<file path="config.mk">
export PLATFORM = sky130hd
export DESIGN_NAME = assembler_line_lexer_unit
export DESIGN_NICKNAME = d
export VERILOG_FILES = /design/src/all_pkg.sv /design/src/all_core.sv /design/src/all_outq.sv /design/src/assembler_line_lexer_unit.sv
export SDC_FILE = /design/constraint.sdc
export NUM_CORES = 1
export LEC_CHECK = 0
export ABC_AREA = 1
export BUFFER_PORTS_ARGS = -buffer_cell sky130_fd_sc_hd__buf_2
export CORE_MARGIN = 2
export CORE_UTILIZATION = 35
export DETAILED_ROUTE_END_ITERATION = 7
export PLACE_DENSITY = 0.55
export RECOVER_POWER = 25
export SLEW_MARGIN = 20
export SYNTH_ARGS = -nofsm -noshare
export SYNTH_HDL_FRONTEND = slang
export SYNTH_SLANG_ARGS = --single-unit
</file>
<file path="constraint.sdc">
create_clock -name clk -period 12.7 [get_ports clk]
set_clock_uncertainty 0.1 [all_clocks]
set_input_delay 2.54 -clock clk [delete_from_list [all_inputs] [get_ports clk]]
set_output_delay 2.54 -clock clk [all_outputs]
set_load 0.05 [all_outputs]
</file>
<file path="src/all_pkg.sv">
// ----------------------------------------------------------------------------
// all_pkg: shared types and constants of the line lexer
// Lexer modes, token and error codes, result word layout.
// ----------------------------------------------------------------------------
package all_pkg;
  localparam int POS_BITS = 8;
  localparam logic [POS_BITS-1:0] POS_MAX = {POS_BITS{1'b1}};

  localparam logic [3:0] M_LEAD = 4'd0;
  localparam logic [3:0] M_GAP = 4'd1;
  localparam logic [3:0] M_STR = 4'd2;
  localparam logic [3:0] M_SYM = 4'd3;
  localparam logic [3:0] M_INSTR = 4'd4;
  localparam logic [3:0] M_NUM = 4'd5;
  localparam logic [3:0] M_DOLLAR = 4'd6;
  localparam logic [3:0] M_CHAR = 4'd7;
  localparam logic [3:0] M_DOT = 4'd8;
  localparam logic [3:0] M_QUEST = 4'd9;

  localparam logic [1:0] K_TOKEN = 2'd0;
  localparam logic [1:0] K_ERROR = 2'd1;
  localparam logic [1:0] K_EOL = 2'd2;

  localparam logic [4:0] TOK_STR = 5'd1;
  localparam logic [4:0] TOK_CONST = 5'd2;
  localparam logic [4:0] TOK_LONE_SIGIL = 5'd3;
  localparam logic [4:0] TOK_NUM = 5'd4;
  localparam logic [4:0] TOK_KEY_BASE = 5'd11;
  localparam logic [4:0] TOK_LABEL = 5'd19;
  localparam logic [4:0] TOK_COND = 5'd22;
  localparam logic [4:0] TOK_LOCAL = 5'd27;
  localparam logic [4:0] TOK_INSTR = 5'd29;

  localparam logic [3:0] E_DIGIT = 4'd0;
  localparam logic [3:0] E_BIG = 4'd1;
  localparam logic [3:0] E_CHAR = 4'd2;
  localparam logic [3:0] E_INSTR = 4'd3;
  localparam logic [3:0] E_SYMBOL = 4'd4;
  localparam logic [3:0] E_STRING = 4'd5;
  localparam logic [3:0] E_KEYWORD = 4'd6;
  localparam logic [3:0] E_COND = 4'd7;
  localparam logic [3:0] E_LONG = 4'd8;

  localparam logic [1:0] CFG_MAX_NUMBER = 2'd0;
  localparam logic [1:0] CFG_MAX_SYMBOL = 2'd1;
  localparam logic [1:0] CFG_MAX_LINE = 2'd2;

  typedef struct packed {
    logic [1:0]  kind;
    logic [4:0]  token_type;
    logic [3:0]  error_code;
    logic [7:0]  column;
    logic [7:0]  length;
    logic [7:0]  text_start;
    logic [31:0] value;
  } res_t;

  // Up to three results per character.
  typedef struct packed {
    logic [1:0] cnt;
    res_t [2:0] r;
  } bundle_t;

  typedef struct packed {
    logic [31:0] max_number;
    logic [5:0]  max_symbol_len;
    logic [7:0]  max_line_len;
  } cfg_t;

  function automatic logic [7:0] sat8(input logic [POS_BITS:0] x);
    if (x > (POS_BITS+1)'(255)) return 8'd255;
    return x[7:0];
  endfunction
endpackage

</file>
<file path="src/all_core.sv">
// ----------------------------------------------------------------------------
// all_core: lexer state and per-character decode
// Updates lexer state on each accepted character and produces a result bundle.
// ----------------------------------------------------------------------------
module all_core (
  input  logic                clk,
  input  logic                rst_n,
  input  logic                step,
  input  logic [7:0]          ch,
  input  all_pkg::cfg_t       cfg,
  output all_pkg::bundle_t    bnd
);
  localparam int PB = all_pkg::POS_BITS;

  logic [3:0]    mode_r, mode_nxt;
  logic [4:0]    cls_r, cls_nxt;
  logic [PB-1:0] pos_r, pos_nxt;
  logic [PB-1:0] beg_r, beg_nxt;
  logic [32:0]   acc_r, acc_nxt;
  logic          bad_r, bad_nxt;
  logic          disc_r, disc_nxt;

  // Combinational decode of one character.
  always_comb begin
    logic          sp, pr, eol, emitted, chk, fin_ok;
    logic [PB-1:0] p, b;
    logic [4:0]    d;
    logic          dv;
    logic [36:0]   prod;
    logic [36:0]   sum;
    logic [PB-1:0] len;
    all_pkg::res_t t;
    mode_nxt = mode_r; cls_nxt = cls_r; pos_nxt = pos_r; beg_nxt = beg_r;
    acc_nxt = acc_r; bad_nxt = bad_r; disc_nxt = disc_r;
    bnd = '0;
    p = pos_r; b = beg_r;
    sp = (ch == 8'd32) || (ch >= 8'd9 && ch <= 8'd13);
    pr = (ch >= 8'd32) && (ch <= 8'd126);
    eol = (ch == 8'd0) || (ch == 8'd10);
    emitted = 1'b0; chk = 1'b0; fin_ok = 1'b0;
    d = 5'd31; dv = 1'b0; prod = '0; sum = '0; t = '0;
    len = p - b;

    // digit in current base
    if (ch >= "0" && ch <= "9") d = 5'(ch - "0");
    else if (ch >= "a" && ch <= "f") d = 5'(ch - "a" + 8'd10);
    else if (ch >= "A" && ch <= "F") d = 5'(ch - "A" + 8'd10);
    if (mode_r == all_pkg::M_DOLLAR) dv = (d < 5'd16);
    else dv = (d < cls_r);

    // base-times-accumulator as shifts and adds, wide enough to see overflow
    case (cls_r)
      5'd2:    prod = {4'b0, acc_r[31:0], 1'b0};
      5'd16:   prod = {1'b0, acc_r[31:0], 4'b0};
      default: prod = {2'b0, acc_r[31:0], 3'b0} + {4'b0, acc_r[31:0], 1'b0};
    endcase
    sum = prod + 37'(d);

    if (eol) begin
      if (!disc_r) begin
        case (mode_r)
          all_pkg::M_GAP: chk = 1'b1;
          all_pkg::M_SYM, all_pkg::M_INSTR, all_pkg::M_NUM: fin_ok = 1'b1;
          all_pkg::M_DOLLAR: begin
            t = '{all_pkg::K_TOKEN, all_pkg::TOK_NUM, 4'd0,
                  all_pkg::sat8({1'b0, b} + 1'b1), 8'd1, all_pkg::sat8({1'b0, b}), 32'd0};
            emitted = 1'b1; chk = 1'b1;
          end
          all_pkg::M_STR: begin
            t = '{all_pkg::K_ERROR, 5'd0, all_pkg::E_STRING,
                  all_pkg::sat8({1'b0, b} + 1'b1), all_pkg::sat8({1'b0, len}),
                  all_pkg::sat8({1'b0, b}), 32'd0};
            emitted = 1'b1;
          end
          all_pkg::M_CHAR, all_pkg::M_DOT, all_pkg::M_QUEST: begin
            t = '{all_pkg::K_ERROR, 5'd0,
                  (mode_r == all_pkg::M_CHAR) ? all_pkg::E_CHAR :
                  (mode_r == all_pkg::M_DOT) ? all_pkg::E_KEYWORD : all_pkg::E_COND,
                  all_pkg::sat8({1'b0, b} + 1'b1), 8'd2, all_pkg::sat8({1'b0, b}), 32'd0};
            emitted = 1'b1;
          end
          default: ;
        endcase
      end
      mode_nxt = all_pkg::M_LEAD; pos_nxt = '0; beg_nxt = '0; disc_nxt = 1'b0;
    end else begin
      pos_nxt = (p < all_pkg::POS_MAX) ? p + 1'b1 : all_pkg::POS_MAX;
      if (!disc_r) begin
        case (mode_r)
          all_pkg::M_LEAD, all_pkg::M_GAP: begin
            if (!sp) begin
              if (mode_r == all_pkg::M_GAP && {1'b0, p} > (PB+1)'(cfg.max_line_len)) begin
                t = '{all_pkg::K_ERROR, 5'd0, all_pkg::E_LONG,
                      all_pkg::sat8({1'b0, p} + 1'b1), 8'd0, all_pkg::sat8({1'b0, p}), 32'd0};
                emitted = 1'b1; beg_nxt = p;
                disc_nxt = 1'b1; mode_nxt = all_pkg::M_LEAD;
              end else begin
                beg_nxt = p;
                t = '{all_pkg::K_TOKEN, 5'd0, 4'd0, all_pkg::sat8({1'b0, p} + 1'b1), 8'd1,
                      all_pkg::sat8({1'b0, p}), 32'd0};
                mode_nxt = all_pkg::M_GAP;
                case (ch)
                  "!": emitted = 1'b1;
                  "&": begin t.token_type = 5'd5; emitted = 1'b1; end
                  "(": begin t.token_type = 5'd6; emitted = 1'b1; end
                  ")": begin t.token_type = 5'd7; emitted = 1'b1; end
                  "*": begin t.token_type = 5'd8; emitted = 1'b1; end
                  "+": begin t.token_type = 5'd9; emitted = 1'b1; end
                  "-": begin t.token_type = 5'd10; emitted = 1'b1; end
                  "/": begin t.token_type = 5'd18; emitted = 1'b1; end
                  "<": begin t.token_type = 5'd20; emitted = 1'b1; end
                  ">": begin t.token_type = 5'd21; emitted = 1'b1; end
                  "[": begin t.token_type = 5'd23; emitted = 1'b1; end
                  "\\": begin t.token_type = 5'd24; emitted = 1'b1; end
                  "]": begin t.token_type = 5'd25; emitted = 1'b1; end
                  "^": begin t.token_type = 5'd26; emitted = 1'b1; end
                  "|": begin t.token_type = 5'd28; emitted = 1'b1; end
                  "\"": mode_nxt = all_pkg::M_STR;
                  "#": begin mode_nxt = all_pkg::M_SYM; cls_nxt = all_pkg::TOK_CONST; end
                  ":": begin mode_nxt = all_pkg::M_SYM; cls_nxt = all_pkg::TOK_LABEL; end
                  "_": begin mode_nxt = all_pkg::M_SYM; cls_nxt = all_pkg::TOK_LOCAL; end
                  "$": mode_nxt = all_pkg::M_DOLLAR;
                  "%": begin
                    mode_nxt = all_pkg::M_NUM; cls_nxt = 5'd2; acc_nxt = '0; bad_nxt = 1'b0;
                  end
                  "'": mode_nxt = all_pkg::M_CHAR;
                  ".": mode_nxt = all_pkg::M_DOT;
                  "?": mode_nxt = all_pkg::M_QUEST;
                  ";": begin disc_nxt = 1'b1; mode_nxt = all_pkg::M_LEAD; end
                  default: begin
                    if (ch >= "0" && ch <= "9") begin
                      mode_nxt = all_pkg::M_NUM; cls_nxt = 5'd10;
                      acc_nxt = 33'(ch - "0"); bad_nxt = 1'b0;
                    end else begin
                      mode_nxt = all_pkg::M_INSTR;
                    end
                  end
                endcase
              end
            end
          end
          all_pkg::M_SYM: if (sp) fin_ok = 1'b1;
          all_pkg::M_INSTR: begin
            if (sp) fin_ok = 1'b1;
            else if (!pr) begin
              t = '{all_pkg::K_ERROR, 5'd0, all_pkg::E_INSTR,
                    all_pkg::sat8({1'b0, b} + 1'b1), all_pkg::sat8({1'b0, len}),
                    all_pkg::sat8({1'b0, b}), 32'd0};
              emitted = 1'b1; disc_nxt = 1'b1; mode_nxt = all_pkg::M_LEAD;
            end
          end
          all_pkg::M_NUM, all_pkg::M_DOLLAR: begin
            if (sp) begin
              if (mode_r == all_pkg::M_DOLLAR) begin
                t = '{all_pkg::K_TOKEN, all_pkg::TOK_LONE_SIGIL, 4'd0,
                      all_pkg::sat8({1'b0, b} + 1'b1), 8'd1, all_pkg::sat8({1'b0, b}), 32'd0};
                emitted = 1'b1; mode_nxt = all_pkg::M_GAP;
              end else fin_ok = 1'b1;
            end else if (!dv) begin
              t = '{all_pkg::K_ERROR, 5'd0, all_pkg::E_DIGIT,
                    all_pkg::sat8({1'b0, b} + 1'b1), 8'd1, all_pkg::sat8({1'b0, p}), 32'd0};
              emitted = 1'b1; disc_nxt = 1'b1; mode_nxt = all_pkg::M_LEAD;
              if (mode_r == all_pkg::M_DOLLAR) cls_nxt = 5'd16;
            end else begin
              mode_nxt = all_pkg::M_NUM;
              if (mode_r == all_pkg::M_DOLLAR) begin
                cls_nxt = 5'd16; acc_nxt = 33'(d); bad_nxt = 1'b0;
              end else begin
                acc_nxt = sum[32:0];
                if (sum[36:32] != 5'd0) begin
                  bad_nxt = 1'b1; acc_nxt = 33'h0_FFFF_FFFF;
                end
              end
            end
          end
          all_pkg::M_STR: begin
            if (ch == "\"") begin
              t = '{all_pkg::K_TOKEN, all_pkg::TOK_STR, 4'd0,
                    all_pkg::sat8({1'b0, b} + 1'b1),
                    all_pkg::sat8({1'b0, (len != '0) ? len - 1'b1 : len}),
                    all_pkg::sat8({1'b0, b} + 1'b1), 32'd0};
              emitted = 1'b1; mode_nxt = all_pkg::M_GAP;
            end else if (!pr) begin
              t = '{all_pkg::K_ERROR, 5'd0, all_pkg::E_STRING,
                    all_pkg::sat8({1'b0, b} + 1'b1), all_pkg::sat8({1'b0, len}),
                    all_pkg::sat8({1'b0, b}), 32'd0};
              emitted = 1'b1; disc_nxt = 1'b1; mode_nxt = all_pkg::M_LEAD;
            end
          end
          all_pkg::M_CHAR: begin
            emitted = 1'b1;
            if (!pr || sp) begin
              t = '{all_pkg::K_ERROR, 5'd0, all_pkg::E_CHAR,
                    all_pkg::sat8({1'b0, b} + 1'b1), 8'd2, all_pkg::sat8({1'b0, b}), 32'd0};
              disc_nxt = 1'b1; mode_nxt = all_pkg::M_LEAD;
            end else begin
              t = '{all_pkg::K_TOKEN, all_pkg::TOK_NUM, 4'd0,
                    all_pkg::sat8({1'b0, b} + 1'b1), 8'd2, all_pkg::sat8({1'b0, b}),
                    32'(ch)};
              mode_nxt = all_pkg::M_GAP;
            end
          end
          all_pkg::M_DOT: begin
            emitted = 1'b1;
            t = '{all_pkg::K_TOKEN, 5'd0, 4'd0,
                  all_pkg::sat8({1'b0, b} + 1'b1), 8'd2, all_pkg::sat8({1'b0, b}), 32'd0};
            mode_nxt = all_pkg::M_GAP;
            case (ch)
              "a": t.token_type = all_pkg::TOK_KEY_BASE;
              "b": t.token_type = all_pkg::TOK_KEY_BASE + 5'd1;
              "f": t.token_type = all_pkg::TOK_KEY_BASE + 5'd2;
              "i": t.token_type = all_pkg::TOK_KEY_BASE + 5'd3;
              "m": t.token_type = all_pkg::TOK_KEY_BASE + 5'd4;
              "r": t.token_type = all_pkg::TOK_KEY_BASE + 5'd5;
              "w": t.token_type = all_pkg::TOK_KEY_BASE + 5'd6;
              default: begin
                t.kind = all_pkg::K_ERROR; t.error_code = all_pkg::E_KEYWORD;
                disc_nxt = 1'b1; mode_nxt = all_pkg::M_LEAD;
              end
            endcase
          end
          default: begin
            emitted = 1'b1;
            if (ch == "=" || ch == "-" || ch == "!" || ch == "+") begin
              t = '{all_pkg::K_TOKEN, all_pkg::TOK_COND, 4'd0,
                    all_pkg::sat8({1'b0, b} + 1'b1), 8'd2, all_pkg::sat8({1'b0, b}),
                    32'(ch)};
              mode_nxt = all_pkg::M_GAP;
            end else begin
              t = '{all_pkg::K_ERROR, 5'd0, all_pkg::E_COND,
                    all_pkg::sat8({1'b0, b} + 1'b1), 8'd2, all_pkg::sat8({1'b0, b}), 32'd0};
              disc_nxt = 1'b1; mode_nxt = all_pkg::M_LEAD;
            end
          end
        endcase
      end
    end

    // close a symbol, instruction or number
    if (fin_ok) begin
      emitted = 1'b1; mode_nxt = all_pkg::M_GAP; chk = eol;
      t = '{all_pkg::K_TOKEN, all_pkg::TOK_INSTR, 4'd0, all_pkg::sat8({1'b0, b} + 1'b1),
            all_pkg::sat8({1'b0, len}), all_pkg::sat8({1'b0, b}), 32'd0};
      if (mode_r == all_pkg::M_SYM) begin
        t.token_type = cls_r;
        if ({1'b0, len} > (PB+1)'(cfg.max_symbol_len)) begin
          t.kind = all_pkg::K_ERROR; t.token_type = 5'd0; t.error_code = all_pkg::E_SYMBOL;
          chk = 1'b0; disc_nxt = 1'b1; mode_nxt = all_pkg::M_LEAD;
        end
      end else if (mode_r == all_pkg::M_NUM) begin
        t.token_type = all_pkg::TOK_NUM; t.value = acc_r[31:0];
        if (bad_r || acc_r > {1'b0, cfg.max_number}) begin
          t.kind = all_pkg::K_ERROR; t.token_type = 5'd0; t.error_code = all_pkg::E_BIG;
          t.value = '0; chk = 1'b0; disc_nxt = 1'b1; mode_nxt = all_pkg::M_LEAD;
        end
      end
      // a line end always returns to line start
      if (eol) begin
        mode_nxt = all_pkg::M_LEAD; disc_nxt = 1'b0;
      end
    end

    // assemble the bundle
    if (emitted) begin bnd.r[0] = t; bnd.cnt = 2'd1; end
    if (eol) begin
      if (chk && {1'b0, p} > (PB+1)'(cfg.max_line_len)) begin
        bnd.r[bnd.cnt] = '{all_pkg::K_ERROR, 5'd0, all_pkg::E_LONG,
                           all_pkg::sat8({1'b0, p} + 1'b1), 8'd0,
                           all_pkg::sat8({1'b0, p}), 32'd0};
        bnd.cnt = bnd.cnt + 2'd1;
      end
      bnd.r[bnd.cnt] = '{all_pkg::K_EOL, 5'd0, 4'd0, 8'd0, all_pkg::sat8({1'b0, p}),
                         8'd0, 32'd0};
      bnd.cnt = bnd.cnt + 2'd1;
    end
  end

  // state registers
  always_ff @(posedge clk) begin
    if (!rst_n) begin
      mode_r <= all_pkg::M_LEAD; cls_r <= '0; pos_r <= '0; beg_r <= '0;
      acc_r <= '0; bad_r <= 1'b0; disc_r <= 1'b0;
    end else if (step) begin
      mode_r <= mode_nxt; cls_r <= cls_nxt; pos_r <= pos_nxt; beg_r <= beg_nxt;
      acc_r <= acc_nxt; bad_r <= bad_nxt; disc_r <= disc_nxt;
    end
  end
endmodule

</file>
<file path="src/all_outq.sv">
// ----------------------------------------------------------------------------
// all_outq: result word queue
// Holds up to two bundles; one result word leaves per ready cycle.
// ----------------------------------------------------------------------------
module all_outq (
  input  logic              clk,
  input  logic              rst_n,
  input  logic              push,
  input  all_pkg::bundle_t  bnd,
  output logic              can_push,
  output logic              out_valid,
  input  logic              out_ready,
  output all_pkg::res_t     res,
  output logic              last
);
  all_pkg::bundle_t [1:0] slot_r;
  logic [1:0] occ_r, occ_nxt;
  logic       rd_r, rd_nxt, wr_r, wr_nxt;
  logic [1:0] idx_r, idx_nxt;
  logic       pop, done;

  assign out_valid = occ_r != 2'd0;
  assign res = slot_r[rd_r].r[idx_r];
  assign last = (idx_r + 2'd1) == slot_r[rd_r].cnt;
  assign pop = out_valid && out_ready;
  assign done = pop && last;
  assign can_push = (occ_r != 2'd2) || done;

  // occupancy and pointers
  always_comb begin
    logic in;
    in = push && (bnd.cnt != 2'd0);
    occ_nxt = occ_r + {1'b0, in} - {1'b0, done};
    rd_nxt = done ? ~rd_r : rd_r;
    wr_nxt = in ? ~wr_r : wr_r;
    idx_nxt = done ? 2'd0 : (pop ? idx_r + 2'd1 : idx_r);
  end

  always_ff @(posedge clk) begin
    if (!rst_n) begin
      occ_r <= '0; rd_r <= 1'b0; wr_r <= 1'b0; idx_r <= '0;
    end else begin
      occ_r <= occ_nxt; rd_r <= rd_nxt; wr_r <= wr_nxt; idx_r <= idx_nxt;
    end
  end

  always_ff @(posedge clk) begin
    if (push && bnd.cnt != 2'd0) slot_r[wr_r] <= bnd;
  end
endmodule

</file>
<file path="src/assembler_line_lexer_unit.sv">
// With an empty queue a character's first result is offered in the cycle after
// acceptance.
// Throughput: one character per cycle while each yields at most one result word;
// one word leaves per ready cycle, and the full two-bundle queue stalls input.
// Reset (rst_n low, synchronous) returns the lexer to line start, empties the
// result queue and restores default register values.
// ----------------------------------------------------------------------------
// assembler_line_lexer_unit: assembler line lexer top level
// Character decode into a two-bundle result queue, plus configuration regs.
// ----------------------------------------------------------------------------
module assembler_line_lexer_unit (
  input  logic        clk,
  input  logic        rst_n,
  input  logic        cfg_we,
  input  logic [1:0]  cfg_index,
  input  logic [31:0] cfg_data,
  input  logic        in_valid,
  output logic        in_ready,
  input  logic [7:0]  in_ch,
  output logic        out_valid,
  input  logic        out_ready,
  output logic [1:0]  out_kind,
  output logic [4:0]  out_token_type,
  output logic [3:0]  out_error_code,
  output logic [7:0]  out_column,
  output logic [7:0]  out_length,
  output logic [7:0]  out_text_start,
  output logic [31:0] out_value,
  output logic        out_last_of_run
);
  all_pkg::cfg_t    cfg_r;
  all_pkg::bundle_t bnd;
  all_pkg::res_t    res;
  logic             step;

  // configuration registers
  always_ff @(posedge clk) begin
    if (!rst_n) begin
      cfg_r <= '{32'd65535, 6'd31, 8'd127};
    end else if (cfg_we) begin
      case (cfg_index)
        all_pkg::CFG_MAX_NUMBER: cfg_r.max_number <= cfg_data;
        all_pkg::CFG_MAX_SYMBOL: cfg_r.max_symbol_len <= cfg_data[5:0];
        all_pkg::CFG_MAX_LINE:   cfg_r.max_line_len <= cfg_data[7:0];
        default: ;
      endcase
    end
  end

  assign step = in_valid && in_ready;

  all_core u_core (
    .clk(clk), .rst_n(rst_n), .step(step), .ch(in_ch), .cfg(cfg_r), .bnd(bnd)
  );

  all_outq u_outq (
    .clk(clk), .rst_n(rst_n), .push(step), .bnd(bnd), .can_push(in_ready),
    .out_valid(out_valid), .out_ready(out_ready), .res(res), .last(out_last_of_run)
  );

  assign out_kind = res.kind;
  assign out_token_type = res.token_type;
  assign out_error_code = res.error_code;
  assign out_column = res.column;
  assign out_length = res.length;
  assign out_text_start = res.text_start;
  assign out_value = res.value;
endmodule

</file>
After elaboration in Yosys (flattened, before gate mapping)
Cells that the tools add are included.
Storage, ports and cells
  ROM bits: 0
  bits in writable memories: 0
  logic and storage cells: 470
  output and inout bits: 70
  memories: 0
  latch bits: 0
  bits in registers: 518
  bits of input ports: 47
Operators by class
  order comparisons: 26
  add/sub/neg operators: 18
  eq/ne operators: 67
  bitwise operators: 5
  shift operators: 0
  div/mod/pow operators: 0
  multiply operators: 0
  reduce and logical (&&, ||, !) cells: 55
  mux-type cells: 241
Operators by type and width (count)
  2-to-1 mux 203 bit: 6
  2-to-1 mux 67 bit: 12
  case mux 67 bit (7 select lines): 1
  bitwise mux 406 bit: 1
  bitwise mux 201 bit: 2
  2-to-1 mux 66 bit: 6
  demux 67 bit (select 2 bit): 2
  2-to-1 mux 33 bit: 7
  2-to-1 mux 8 bit: 28
  demux 203 bit (select 1 bit): 1
  case mux 66 bit (3 select lines): 1
  == test 8 x 6 -> 1 bit, second input constant: 21
  binary-select mux 67 bit (select 2 bit): 1
  case mux 33 bit (2 select lines): 2
  2-to-1 mux 1 bit: 127
  == test 8 x 7 -> 1 bit, second input constant: 13
  2-to-1 mux 32 bit: 3
  case mux 37 bit (2 select lines): 1
  case mux 5 bit (14 select lines): 1
  2-to-1 mux 62 bit: 1
  2-to-1 mux 4 bit: 14
  2-to-1 mux 5 bit: 8
  adder 37 x 5 -> 37 bit: 1
  adder 35 x 33 -> 36 bit: 1
  82 further kinds: 151

Depth between registers and ports, before layout
  depth after elaboration: 33
  depth in mapped cells: 33
  mapped depth without buffers: 31

Cells and area by module
Synthesis repeated with hierarchy kept, for this count alone.
Second synthesis, totals
  cells, all modules: 3813
  area, all modules: 30982.2 µm²
Modules (own cells, without submodules)
  all_outq: instances 1, area an instance 15914.0 µm², seq. area each 12311.8 µm², cells an instance 1148
  all_core: instances 1, area an instance 13197.7 µm², seq. area each 1181.1 µm², cells an instance 2417
  assembler_line_lexer_unit: instances 1, area an instance 1870.5 µm², seq. area each 920.9 µm², cells an instance 248

Worst setup path after synthesis
Ideal clock, no wire load.
  path type: input to register
  from: input port in_ch[1]
  to: register u_outq.slot_r[0] (netlist bit) (enable)
  data arrival time: 9.357 ns
  path buffers: 1
  path slack: 2.677 ns
  data required time: 12.034 ns
  cell stages on the path: 25
  cells stage by stage: buf_2 inv_1 ha_1 inv_1 nor2_2 nand2_1 nand2_1 nand2_2 inv_2 nor2_1 nor3b_2 inv_1 ha_1 nand2_1 inv_1 nand4_1 nand3_1 nand2_2 inv_2 nand3_2 nand3b_1 nand2_2 nand3_1 nand2_1 nor2_1
On the way
  word-level cells in the longest chain between the ends: 21
  elaborated cells between the ends (all ways): 80
  classes of those cells: add/sub (7); order compare (12); eq/ne (18); mux (31); reduce/logical (12)
RTL lines
  start, declared: line assembler_line_lexer_unit.sv:19  | input logic [7:0] in_ch,
  subtractor 5 x 1 -> 5 bit (tied with other cells): line all_core.sv:46, all_core.sv:47
  adder 5 x 4 -> 5 bit or logical AND 1 bit (tied branches): line all_core.sv:46, all_core.sv:47
  2-to-1 mux 5 bit: line all_core.sv:47  | else if (ch >= "A" && ch <= "F") d = 5'(ch - "A" + 8'd10);
  2-to-1 mux 5 bit: line all_core.sv:46  | else if (ch >= "a" && ch <= "f") d = 5'(ch - "a" + 8'd10);
  2-to-1 mux 5 bit: line all_core.sv:45  | if (ch >= "0" && ch <= "9") d = 5'(ch - "0");
  less-than comparator 5 bit (on tied branches): line all_core.sv:49, all_core.sv:48
  2-to-1 mux 1 bit: line all_core.sv:48  | if (mode_r == all_pkg::M_DOLLAR) dv = (d < 5'd16);
  2-to-1 mux 1 bit: line all_core.sv:159  | end else if (!dv) begin
  (+5 left out)
  2-to-1 mux 1 bit: line all_core.sv:264  | if (emitted) begin bnd.r[0] = t; bnd.cnt = 2'd1; end
  adder 1 x 1 -> 2 bit: line all_core.sv:270  | bnd.cnt = bnd.cnt + 2'd1;
  2-to-1 mux 203 bit: line all_core.sv:266  | if (chk && {1'b0, p} > (PB+1)'(cfg.max_line_len)) begin
  2-to-1 mux 203 bit: line all_core.sv:265  | if (eol) begin
  adder 2 x 1 -> 2 bit: line all_core.sv:274  | bnd.cnt = bnd.cnt + 2'd1;
  2-to-1 mux 203 bit (*): line all_core.sv:265
  nonzero test 2 bit (*): line all_outq.sv:48  | if (push && bnd.cnt != 2'd0) slot_r[wr_r] <= bnd;
  logical AND 1 bit (*): line all_outq.sv:48
  end signal, assigned by index: line all_outq.sv:48
  end, declared: line all_outq.sv:16  | all_pkg::bundle_t [1:0] slot_r;
Every way passes the cells marked *; elsewhere a longest branch is shown, timed or not. The select of a mux whose other input is x is not followed.
A chain may end at the register's enable or synchronous reset.

Worst setup path in the final report
  from: register u_outq.rd_r
  to: output port in_ready
On the way
  word-level cells in the longest chain between the ends: 5
RTL lines
  start, declared: line all_outq.sv:18  | logic rd_r, rd_nxt, wr_r, wr_nxt;
  start signal, assigned: line all_outq.sv:43  | occ_r <= occ_nxt; rd_r <= rd_nxt; wr_r <= wr_nxt; idx_r <= idx_nxt;
  2-to-1 mux 203 bit (2 in series)
  == test 2 bit: line all_outq.sv:24  | assign last = (idx_r + 2'd1) == slot_r[rd_r].cnt;
  logical AND 1 bit: line all_outq.sv:26  | assign done = pop && last;
  net u_outq.done: line all_outq.sv:20  | logic pop, done;
  logical OR 1 bit: line all_outq.sv:27  | assign can_push = (occ_r != 2'd2) || done;
  end, declared: line assembler_line_lexer_unit.sv:18  | output logic in_ready,
The timed path passes the listed nets, and every way through them passes these cells. The select of a mux whose other input is x is not followed.

==> summary by stage <==
Synth
For this run, the register share of the synthesized area comes to 0.377. Synthesis produced a netlist whose cell count is 3172. The number of enable flip-flop cells after synthesis is 206. The register bit count reported by yosys is 317.

The average cell area after synthesis is 7.03 um^2. Counting flops with an async set or reset pin after synthesis yields a share of 0. The share of the synthesized area in the top cell type is 0.277. The post-synthesis cell type count is 63. The synthesized netlist occupies a cell area of 22300 um^2. Among all flip-flop cells after synthesis, the most frequent one is sky130_fd_sc_hd__edfxtp_1. The cell type contributing the most total cell area after synthesis is sky130_fd_sc_hd__edfxtp_1. Yosys attributes the largest share of cell area to sky130_fd_sc_hd__edfxtp_1, sky130_fd_sc_hd__nand2_1, sky130_fd_sc_hd__dfxtp_1, sky130_fd_sc_hd__nor2_1, sky130_fd_sc_hd__inv_1. The synthesis warning total is 0. The net count after synthesis is 3331.

Clocking
The level count of the clock H-tree is 2. The master cell of the clock root buffer is sky130_fd_sc_hd__clkbuf_16. For this design, the CTS-stage hold fixing added 0 buffers. The post-CTS resize count is 0.

The maximum buffer depth of the clock tree is 3. Clock tree synthesis inserted a total of 39 buffers. At the later pin of the worst-skew pair, clock insertion delay measures 0.58 ns. The clock net in this run drives a total of 317 sinks. Clock-pin slew was measured on the worst setup and hold paths at 0.06 ns. After clock tree synthesis, the setup repair step added 0 buffers. The clock tree from TritonCTS is yes.

Timing
Setup violations remaining at the end of the flow were counted as 0. The number of endpoints with negative hold slack in the final report is 0. Based on the critical path, the design can be clocked at up to between 100 and 150 MHz.

The count of final max-slew check failures is between 200 and 300. Setup slack closes at 3.45 ns. Setup repair after global routing left no endpoint under its margin. The relative slew slack is -1.18. The transition at the pin with the smallest max-transition slack is ~3.3 ns. Hold is met by 0.358 ns.

Dividing the final minimum period by the clock period gives 0.728. The final period demand of the worst path is 9.25 ns. The total negative slack for setup checks is 0 ns.

Detailed routing
Wires add up to between 70000 and 80000 um. For this block, the via count after detailed routing is roughly 22000. For this run, the detailed router's first-pass iteration total came to 6.

The via density per instance is between 5 and 6. The number of DRC violations after detailed-routing iteration 0 is roughly 2400. Once detail routing completed, the nets flagged for antenna violations numbered 0.

In the routed design, unresolved DRC markers number 0. After detailed routing, the average wire length per cell comes to 18.9 um.

Cells and area
After routing the design area is 24700 um^2. In the final layout, the multi-input gates occupy 11600 um^2. After the last flow step, the layout net total stands at 3401. The antenna cell count is 0. The number of filler instances in the final layout is 6826. The register area is 8410 um^2. The growth of design area from synthesis to finish is 11.0%.

The fraction of final layout cells sized beyond drive strength 1 is 0.0614.

Place
After detailed placement, the total cell area comes to approximately 24000 um^2. The total of buffers placed on input and output ports is 116. Detailed placement finished with a half-perimeter wire length of 58800 um. The worst setup slack after placement is between 3 and 4 ns.

The final RePlAce weighted congestion is 0.949.

Floorplan
The core region is 63100 um^2. The die extent in y is around 260 um. The floorplan step set the die width to about 260 um. The number of ports placed on the die boundary is 117.

The die area is around 66000 um^2. The initial cell density of the core is 0.353. In this run the core area contains 92 standard-cell rows.

Global routing
The aggregate global-route resource usage is 0.231. The wire length of the first global-routing pass is around 120000 um. The largest net degree at the start of global routing is 77.

The via count of the first global-routing pass is 19700. After global routing the overflow that remains totals 0. The number of antenna violations at the first check in global routing was 3.

Power and ir drop
VDD sags by at most approximately 77 uV. The switching power is 0.00101 W. For this design the ratio of total power to cell area is about 120 nW/um^2. Internal power comes to 0.00193 W. The part of the total power dissipated in sequential elements is 0.396.

The share of total power dissipated in the clock network is 0.368. Summed over all cells, the static leakage comes to 10.9 nW. Of the total power, the share spent switching nets is 0.345. The combinational share of power is 0.236.

Setup path
The required time at the worst-slack endpoint is 10.06 ns. STA classifies the critical path endpoint as a primary output. STA puts the critical path data arrival time at 6.61 ns.

The kind of critical path is reg -> out. In this run the worst path has a maximum fanout of between 70 and 80. The worst setup path is launched from a register.

Run status
The final reports fail on max-capacitance violations, max-slew violations. The flow ran to the end, but the final reports show violations.

Min path
The worst hold path belongs to the class reg -> reg.

Run
The number of maximum-capacitance violations is 5.
==> critical path, stage by stage, from the launching register on <==
cell                         delay, ns
sky130_fd_sc_hd__dfxtp_1          1.33
sky130_fd_sc_hd__clkinvlp_2       1.65
sky130_fd_sc_hd__clkbuf_1         1.48
sky130_fd_sc_hd__nand2_1          0.32
sky130_fd_sc_hd__nand2_1          0.10
sky130_fd_sc_hd__xnor2_1          0.15
sky130_fd_sc_hd__nand2_1          0.09
sky130_fd_sc_hd__nor2_1           0.16
sky130_fd_sc_hd__inv_1            0.12
sky130_fd_sc_hd__nand3_1          0.12
sky130_fd_sc_hd__clkbuf_1         0.48
==> area by class of cell <==
type,count,area share
Clock buffer,55,0.0439
Clock inverter,17,0.00597
Inverter,470,0.0717
Multi-Input combinational cell,2280,0.471
Sequential cell,317,0.340
Tap cell,846,0.0428
Timing Repair Buffer,134,0.0249
==> kinds of logic after synthesis <==
logic type,after synthesis,synth area share
adder cells (fa/ha/maj),112,0.0635
AO/OA/AOI/OAI,596,0.153
AND/OR/NAND/NOR,1523,0.286
buffers and inverters,575,0.101
XOR/XNOR,49,0.0193
flip-flops,317,0.377
==> power by group through the flow <==
| stage | Sequential (W) | Combinational [W] | Clock [W] |
|---|---|---|---|
| 2_1_floorplan | 0.00117 | 0.000500 | 0 |
| 3_3_place_gp | 0.00119 | 0.000695 | 0 |
| 3_5_place_dp | 0.00119 | 0.000692 | 0 |
| 4_1_cts | 0.00116 | 0.000695 | 0.00110 |
| 5_1_grt | 0.00117 | 0.000758 | 0.00114 |
| 6_report | 0.00117 | 0.000695 | 0.00108 |
==> placed cells by master (no fill, tap or decap), types with 7 or more instances in the layout <==
cell	n
sky130_fd_sc_hd__ha_1	110
sky130_fd_sc_hd__nand3_2	7
sky130_fd_sc_hd__edfxtp_1	206
sky130_fd_sc_hd__buf_4	14
sky130_fd_sc_hd__a22oi_1	7
sky130_fd_sc_hd__inv_2	18
sky130_fd_sc_hd__nand4_1	40
sky130_fd_sc_hd__dfxtp_1	111
sky130_fd_sc_hd__nor2_4	8
sky130_fd_sc_hd__nand2_1	737
sky130_fd_sc_hd__o211ai_1	62
sky130_fd_sc_hd__o22ai_1	36
sky130_fd_sc_hd__clkbuf_16	40
sky130_fd_sc_hd__xnor2_1	8
sky130_fd_sc_hd__clkinv_1	10
sky130_fd_sc_hd__nor2_2	11
sky130_fd_sc_hd__o221ai_1	9
sky130_fd_sc_hd__inv_1	440
sky130_fd_sc_hd__nand3_1	191
sky130_fd_sc_hd__a21oi_1	192
sky130_fd_sc_hd__nor3_1	40
sky130_fd_sc_hd__o21ai_1	26
sky130_fd_sc_hd__clkbuf_1	83
sky130_fd_sc_hd__nor2_1	444
sky130_fd_sc_hd__nand2_2	18
sky130_fd_sc_hd__o21ai_0	209
sky130_fd_sc_hd__buf_2	49
sky130_fd_sc_hd__xor2_1	41
==> per-stage QoR <==
stage	instances	util	power (W)
2_1_floorplan	3172	-	0.00167
3_3_place_gp	4047	0.375	0.00188
3_5_place_dp	4047	0.375	0.00188
4_1_cts	4119	0.394	0.00296
5_1_grt	4119	0.392	0.00307
6_report	4119	0.392	0.00294
==> path summary, 6_finish.rpt <==
path	end	slack (ns)	cells past startpoint	startpoint
worst max-delay path	in_ready	3.45	10	u_outq.rd_r
worst min-delay path	u_core.bad_r	0.36	2	u_core.bad_r
worst max register to register	u_core.acc_r[29]	4.42	19	u_outq.rd_r
worst min register to register	u_core.bad_r	0.36	2	u_core.bad_r
==> state kept, by name, summed over array words and instances, names as in the netlist <==
register and cells:
u_outq.wr_r 1, u_core.bad_r 1, u_outq.idx_r 2, u_core.acc_r 33, u_outq.rd_r 1, u_core.mode_r 4, u_core.beg_r 8, u_core.disc_r 1
u_outq.slot_r 206, u_core.cls_r 4, u_outq.occ_r 2, u_core.pos_r 8, cfg_r 46
==> cells in the mapped netlist, types with 5 or more instances <==
cell type,number
sky130_fd_sc_hd__a32oi_1,6
sky130_fd_sc_hd__nor2_1,446
sky130_fd_sc_hd__o31ai_1,5
sky130_fd_sc_hd__xor2_1,41
sky130_fd_sc_hd__o211ai_1,62
sky130_fd_sc_hd__o21a_1,5
sky130_fd_sc_hd__a211oi_1,6
sky130_fd_sc_hd__nor3_1,41
sky130_fd_sc_hd__nor2_4,6
sky130_fd_sc_hd__nor2_2,11
sky130_fd_sc_hd__nand2_1,735
sky130_fd_sc_hd__o21ai_0,209
sky130_fd_sc_hd__dfxtp_1,111
sky130_fd_sc_hd__a21oi_1,192
sky130_fd_sc_hd__inv_2,20
sky130_fd_sc_hd__nand4_1,40
sky130_fd_sc_hd__clkinv_1,8
sky130_fd_sc_hd__buf_2,21
sky130_fd_sc_hd__inv_1,440
sky130_fd_sc_hd__buf_1,5
sky130_fd_sc_hd__buf_4,8
sky130_fd_sc_hd__nand3b_1,5
sky130_fd_sc_hd__o221ai_1,9
sky130_fd_sc_hd__ha_1,110
sky130_fd_sc_hd__xnor2_1,8
sky130_fd_sc_hd__edfxtp_1,206
sky130_fd_sc_hd__nand2_2,20
sky130_fd_sc_hd__o2111ai_1,6
sky130_fd_sc_hd__nand3_2,8
sky130_fd_sc_hd__or2_2,5
sky130_fd_sc_hd__a22oi_1,7
sky130_fd_sc_hd__clkbuf_1,68
sky130_fd_sc_hd__o22ai_1,36
sky130_fd_sc_hd__o21ai_1,26
sky130_fd_sc_hd__a31oi_1,5
sky130_fd_sc_hd__nand3_1,190
==> metal layers <==
| layer | share of wire | track usage | wire [um] |
|---|---|---|---|
| met5 | 0.00035 | 0 | 27 |
| met2 | 0.41 | 0.333 | 31900 |
| met3 | 0.081 | 0.0340 | 6340 |
| met1 | 0.50 | 0.363 | 38600 |
| met4 | 0.014 | 0.0381 | 1090 |
Note: power is estimated with default switching activity, not from simulation.
